### config.mk
export PLATFORM = sky130hd
export DESIGN_NAME = multicast_hash_filter_table_top
export DESIGN_NICKNAME = d
export VERILOG_FILES = /design/src/sv/mhft_pkg.sv /design/src/sv/mhft_ctrl.sv /design/src/sv/mhft_datapath.sv /design/src/sv/multicast_hash_filter_table_top.sv
export VERILOG_INCLUDE_DIRS = /design/src /design/src/sv
export SDC_FILE = /design/constraint.sdc
export NUM_CORES = 1
export LEC_CHECK = 0
export ABC_AREA = 1
export BUFFER_PORTS_ARGS = -buffer_cell sky130_fd_sc_hd__buf_2
export CELL_PAD_IN_SITES_DETAIL_PLACEMENT = 0
export CELL_PAD_IN_SITES_GLOBAL_PLACEMENT = 1
export CORE_ASPECT_RATIO = 0.6
export CORE_MARGIN = 10
export CORE_UTILIZATION = 42
export CTS_BUF_LIST = sky130_fd_sc_hd__clkbuf_8
export DETAILED_ROUTE_END_ITERATION = 8
export GPL_TIMING_DRIVEN = 0
export PLACE_DENSITY = 0.85
export SYNTH_ARGS = -nofsm -noshare
export SYNTH_HDL_FRONTEND = slang
export SYNTH_SLANG_ARGS = --single-unit
### constraint.sdc
create_clock -name clk -period 3.34 [get_ports clk]
set_input_delay 0.668 -clock clk [delete_from_list [all_inputs] [get_ports clk]]
set_output_delay 0.668 -clock clk [all_outputs]
set_load 0.05 [all_outputs]
### src/sv/multicast_hash_filter_table_top_macros.svh
// Assertion macros for the multicast hash filter table.
`ifndef MULTICAST_HASH_FILTER_TABLE_TOP_MACROS_SVH
`define MULTICAST_HASH_FILTER_TABLE_TOP_MACROS_SVH

`ifndef SYNTHESIS

`define MHFT_ASSERT_NEVER(lbl, clk, rst, cond) \
  lbl: assert property (@(posedge clk) disable iff (rst) !(cond)) \
    else $error("mhft: forbidden condition seen");

`define MHFT_ASSERT_IMP(lbl, clk, rst, ante, cons) \
  lbl: assert property (@(posedge clk) disable iff (rst) (ante) |-> (cons)) \
    else $error("mhft: implication failed");

`define MHFT_ASSERT_NEXT(lbl, clk, rst, ante, cons) \
  lbl: assert property (@(posedge clk) disable iff (rst) (ante) |=> (cons)) \
    else $error("mhft: next-cycle implication failed");

`else

`define MHFT_ASSERT_NEVER(lbl, clk, rst, cond)
`define MHFT_ASSERT_IMP(lbl, clk, rst, ante, cons)
`define MHFT_ASSERT_NEXT(lbl, clk, rst, ante, cons)

`endif

`endif

### src/sv/mhft_pkg.sv
`timescale 1ns / 1ps

package mhft_pkg;

  localparam int ADDR_BITS = 48;
  localparam int HASH_W    = 32;
  localparam int INDEX_W   = 6;
  localparam int CNT_W     = $clog2(ADDR_BITS);

  localparam logic [HASH_W-1:0] CRC_POLY = 32'hEDB88320;
  localparam logic [HASH_W-1:0] CRC_INIT = 32'hFFFFFFFF;

  localparam logic OP_CLEAR = 1'b0;
  localparam logic OP_ADD   = 1'b1;

  typedef enum logic [1:0] {
    ST_IDLE,
    ST_RUN,
    ST_FINISH
  } state_t;

  typedef struct packed {
    logic load;
    logic step;
    logic commit;
  } cmd_t;

  typedef struct packed {
    logic last;
  } status_t;

endpackage

### src/sv/mhft_ctrl.sv
`timescale 1ns / 1ps

module mhft_ctrl
  import mhft_pkg::*;
(
  input  logic    clk,
  input  logic    rst,
  input  logic    in_valid,
  input  logic    opcode,
  output logic    in_ready,
  output logic    out_valid,
  input  logic    out_ready,
  input  status_t status,
  output cmd_t    cmd
);

  state_t state;
  state_t state_next;
  logic   out_valid_next;
  logic   out_free;

  assign out_free = !out_valid || out_ready;

  always_ff @(posedge clk) begin
    if (rst) begin
      state     <= ST_IDLE;
      out_valid <= 1'b0;
    end else begin
      state     <= state_next;
      out_valid <= out_valid_next;
    end
  end

  always_comb begin
    state_next = state;
    case (state)
      ST_IDLE: begin
        if (in_valid) begin
          state_next = (opcode == OP_ADD) ? ST_RUN : ST_FINISH;
        end
      end
      ST_RUN: begin
        if (status.last) begin
          state_next = ST_FINISH;
        end
      end
      ST_FINISH: begin
        if (out_free) begin
          state_next = ST_IDLE;
        end
      end
      default: state_next = ST_IDLE;
    endcase
  end

  always_comb begin
    in_ready   = 1'b0;
    cmd.load   = 1'b0;
    cmd.step   = 1'b0;
    cmd.commit = 1'b0;
    case (state)
      ST_IDLE: begin
        in_ready = 1'b1;
        cmd.load = in_valid;
      end
      ST_RUN: begin
        cmd.step = 1'b1;
      end
      ST_FINISH: begin
        cmd.commit = out_free;
      end
      default: begin
        in_ready = 1'b0;
      end
    endcase
  end

  // A new result takes the output register; otherwise it empties once taken.
  always_comb begin
    if (cmd.commit) begin
      out_valid_next = 1'b1;
    end else if (out_ready) begin
      out_valid_next = 1'b0;
    end else begin
      out_valid_next = out_valid;
    end
  end

endmodule

### src/sv/mhft_datapath.sv
`timescale 1ns / 1ps

module mhft_datapath
  import mhft_pkg::*;
(
  input  logic                 clk,
  input  logic                 rst,
  input  cmd_t                 cmd,
  output status_t              status,
  input  logic                 opcode,
  input  logic [ADDR_BITS-1:0] mc_address,
  output logic [HASH_W-1:0]    addr_hash,
  output logic [INDEX_W-1:0]   bit_index,
  output logic [HASH_W-1:0]    table_low,
  output logic [HASH_W-1:0]    table_high
);

  localparam int NBYTES = ADDR_BITS / 8;

  logic [HASH_W-1:0]    crc;
  logic [ADDR_BITS-1:0] addr_sr;
  logic [CNT_W-1:0]     count;
  logic                 op;
  logic [ADDR_BITS-1:0] addr_swapped;
  logic [HASH_W-1:0]    crc_rev;
  logic [HASH_W-1:0]    hash;
  logic                 fb;

  // Put the first byte at the bottom so that a right shift feeds the bits
  // in wire order: first byte first, each byte least significant bit first.
  always_comb begin
    for (int i = 0; i < NBYTES; i++) begin
      addr_swapped[8*i +: 8] = mc_address[8*(NBYTES-1-i) +: 8];
    end
  end

  always_comb begin
    for (int i = 0; i < HASH_W; i++) begin
      crc_rev[i] = crc[HASH_W-1-i];
    end
  end

  assign fb   = crc[0] ^ addr_sr[0];
  assign hash = (op == OP_ADD) ? crc_rev : '0;

  assign status.last = (count == CNT_W'(ADDR_BITS - 1));

  always_ff @(posedge clk) begin
    if (cmd.load) begin
      crc     <= CRC_INIT;
      addr_sr <= addr_swapped;
      count   <= '0;
      op      <= opcode;
    end else if (cmd.step) begin
      crc     <= (crc >> 1) ^ (fb ? CRC_POLY : '0);
      addr_sr <= addr_sr >> 1;
      count   <= count + CNT_W'(1);
    end
  end

  always_ff @(posedge clk) begin
    if (cmd.commit) begin
      addr_hash <= hash;
      bit_index <= hash[HASH_W-1 -: INDEX_W];
    end
  end

  // The table words change only at a commit, which is also when a result
  // enters the output register, so they serve directly as result fields.
  always_ff @(posedge clk) begin
    if (rst) begin
      table_low  <= '0;
      table_high <= '0;
    end else if (cmd.commit) begin
      if (op == OP_CLEAR) begin
        table_low  <= '0;
        table_high <= '0;
      end else if (hash[HASH_W-1]) begin
        table_high <= table_high | (HASH_W'(1) << hash[HASH_W-2 -: 5]);
      end else begin
        table_low  <= table_low | (HASH_W'(1) << hash[HASH_W-2 -: 5]);
      end
    end
  end

endmodule

### src/sv/multicast_hash_filter_table_top.sv
// An add item's result is registered after 48 CRC steps in the bit-serial CRC
// register and then a commit, which waits until the output register is free. A
// clear item goes straight to the commit. One item is in work at a time; the
// next item is taken the cycle after a commit, even while the last result
// waits, so no item is taken before the one in work is committed.
// Reset (synchronous, active high) clears both table words and the handshakes.
`timescale 1ns / 1ps
`include "multicast_hash_filter_table_top_macros.svh"

module multicast_hash_filter_table_top
  import mhft_pkg::*;
(
  input  logic                 clk,
  input  logic                 rst,
  input  logic                 in_valid,
  output logic                 in_ready,
  input  logic                 opcode,
  input  logic [ADDR_BITS-1:0] mc_address,
  output logic                 out_valid,
  input  logic                 out_ready,
  output logic [HASH_W-1:0]    addr_hash,
  output logic [INDEX_W-1:0]   bit_index,
  output logic [HASH_W-1:0]    table_low,
  output logic [HASH_W-1:0]    table_high
);

  cmd_t    cmd;
  status_t status;

  mhft_ctrl u_ctrl (
    .clk       (clk),
    .rst       (rst),
    .in_valid  (in_valid),
    .opcode    (opcode),
    .in_ready  (in_ready),
    .out_valid (out_valid),
    .out_ready (out_ready),
    .status    (status),
    .cmd       (cmd)
  );

  mhft_datapath u_datapath (
    .clk        (clk),
    .rst        (rst),
    .cmd        (cmd),
    .status     (status),
    .opcode     (opcode),
    .mc_address (mc_address),
    .addr_hash  (addr_hash),
    .bit_index  (bit_index),
    .table_low  (table_low),
    .table_high (table_high)
  );

  `MHFT_ASSERT_IMP(a_commit_room, clk, rst, cmd.commit, !out_valid || out_ready)
  `MHFT_ASSERT_NEXT(a_busy_after_accept, clk, rst, in_valid && in_ready, !in_ready)
  `MHFT_ASSERT_NEVER(a_step_while_idle, clk, rst, cmd.step && (in_ready || cmd.commit))

endmodule
==> metrics <==
number of synthesized flops with an enable pin=81; cells after synthesis=865; Netlist cell types=22; overall power=~5300 µW; multi-input logic area=2190 µm²; sequential share of the synthesized area=0.603; wire per inst=roughly 15 µm; RSZ-0062 raised after global routing=false; FF+latch area=between 4000 and 5000 µm²; grt met2 use=0.209; Final Cell Area=~9000 µm²; Leak=0.00420 µW; CTS Sinks=approximately 190; Hold Buf Count CTS=0; Std-Cell Core Area=17400 µm²; Place WS=about 0.75 ns; layer with the highest usage=met1; CTS root buf=clkbuf_8; area delta synth->final=19.8%; Die W=193 µm; Detailed Place HPWL=14800 µm; final max-slew violation count=0; synth top area cells=edfxtp_1 (32%), dfxtp_1 (28%), nand2_1 (14%); Slew headroom=0.587; number of vias per cell=4.62; Worst EP arrival=between 2 and 3 ns; ANT cells=0; DRT Wirelength=19500 µm; GR Layer Usage met3=0.0653; ys flop type=dfxtp_1; worst-skew pair later-pin latency=0.45 ns; gr usage total=0.165; Synth Net Count=919; area leader, netlist=edfxtp_1; layout cells sized above 1=0.230; filler cell count=around 1700; status=finished, final reports clean; GR Layer Usage met1=0.251; worst ir drop on vdd=260 µV; row count=37; Buffers on Ports=156; initial core utilization=0.433; grt total ovfl=0; CP Max Fanout=25; Critical Path Source Type=register; post-layout util=0.519; PwrDens=584 nW/µm²; largest net degree at the start of global routing=33; I/O pin total=about 160; DRC=0; Crit Path Category=reg2reg; HP Class=in2reg; CTS tree=done; Fmax=427 MHz; most common cell in the netlist=nand2_1; vias in the first global route=5654; initial antenna violation count=1; Reg clk slew, reported paths=roughly 0.10 ns; final non-filler cell total=1289; initial drt markers=465; die area=between 20000 and 25000 µm²; Final #Nets=1096; endpoints failing setup=0; Vias=5953; Final period util=0.701; Seq cells post-synth=186; Req. time, crit path=3.50 ns; Tightest Pin Transition=a little over 0.6 ns; 1st-pass router iterations=5; crit path capture type=register; H-tree level count=4; Post-CTS Setup Inserts=0; Setup Skew=0.0181 ns; post-CTS sizing=0; maximum root-to-sink buffer count=2; GP Congestion=0.818; Hold Vio Cnt, Final=0; worst setup margin=0.997 ns; top cell type's share of synthesized area=0.324; Inst Count DP=around 1300; first-pass GRT wire length=30900 µm; Post-synth top cells=nand2_1 (289), inv_1 (122), dfxtp_1 (105); Die Y=around 120 µm; number of synthesis warnings=0; Syn Area/Cell=8.69 µm²; Placed Area=roughly 8600 µm²; synthesized area=7520 µm²; fin crit period=2.34 ns; number of routed nets with antenna violations=0; TritonCTS buffer count=17; Post-synth ARST share=0; MaxCap Viol Count=0
-- power by group --
part,total [µW],switching [µW],leakage (µW),internal [µW]
combinational,1040,741,0.00239,298
sequential,2790,112,0.00163,2680
clock,1430,892,0.000178,543
total,5260,1740,0.00420,3520
-- registers in the layout, summed over array words and instances, names as in the netlist --
register / cells
u_datapath.addr_sr: 48
u_datapath.crc: 32
u_datapath.table_high: 32
u_datapath.table_low: 32
u_datapath.addr_hash: 26
u_datapath.bit_index: 6
u_datapath.count: 6
u_ctrl.state: 2
u_ctrl.out_valid: 1
u_datapath.op: 1
-- cell families (layout without fill, tap and decap cells) --
group / Yosys count / in the layout / share of synthesized area
AND/OR/NAND/NOR: 407 / 407 / 0.219
AO/OA/AOI/OAI: 95 / 95 / 0.0708
adder cells (fa/ha/maj): 1 / 1 / 0.00166
flip-flops: 186 / 186 / 0.603
buffers and inverters: 176 / 366 / 0.105
-- final timing paths --
check | start | to | depth (start not counted) | slack [ns]
hold / removal | rst | u_ctrl.out_valid | 2 | 0.40
setup / recovery | u_ctrl.state[1] | u_datapath.addr_sr[42] | 6 | 1.0
hold reg to reg | u_datapath.table_low[4] | u_datapath.table_low[4] | 2 | 0.45
setup reg to reg | u_ctrl.state[1] | u_datapath.addr_sr[42] | 6 | 1.0
-- cells in the final DEF, fill, tap and decap left out, drive strengths merged --
master    synthesis  layout
clkbuf           11      28
buf              39     197
o21ai             7       7
clkinv            0       2
ha                1       1
edfxtp           81      81
nand3            64      64
a21oi            70      70
nand2           292     292
or2               1       1
o211ai           17      17
inv             126     135
o21a              1       1
dfxtp           105     105
nor2             50      50
clkinvlp          0       4
-- worst max-delay path, stage by stage, from the launching register on --
cell,delay [ns]
dfxtp_1,0.35
nor2_1,0.25
nand2_1,0.20
buf_2,0.24
buf_2,0.24
nand2_2,0.50
buf_12,0.26
-- per-stage QoR --
step / hold WS, ns / setup TNS, ns
after CTS: 0.375 / 0
after global routing: 0.368 / 0
after floorplan: 0.437 / 0
after detailed placement: 0.438 / 0
final: 0.398 / 0
after global placement: 0.435 / -9.47
-- layout make-up --
cell class | instances | share of cell area
clock buffers | 17 | 0.0260
well taps | 234 | 0.0325
multi-input cells | 503 | 0.244
flip-flops and latches | 186 | 0.504
repair buffers | 158 | 0.0920
clock inverters | 15 | 0.0143
inverters | 126 | 0.0525
plain buffers | 50 | 0.0352
-- layer usage --
metal | vias to the layer above | part of all wire | routed length (µm)
met4 | 2 | 0.0057 | 111
met3 | 16 | 0.11 | 2100
met1 | 2684 | 0.51 | 10000
met5 | - | 0.00067 | 13
met2 | 183 | 0.37 | 7260
li1 | 3068 | - | -
No activity file was read; power rests on OpenSTA's default activity.
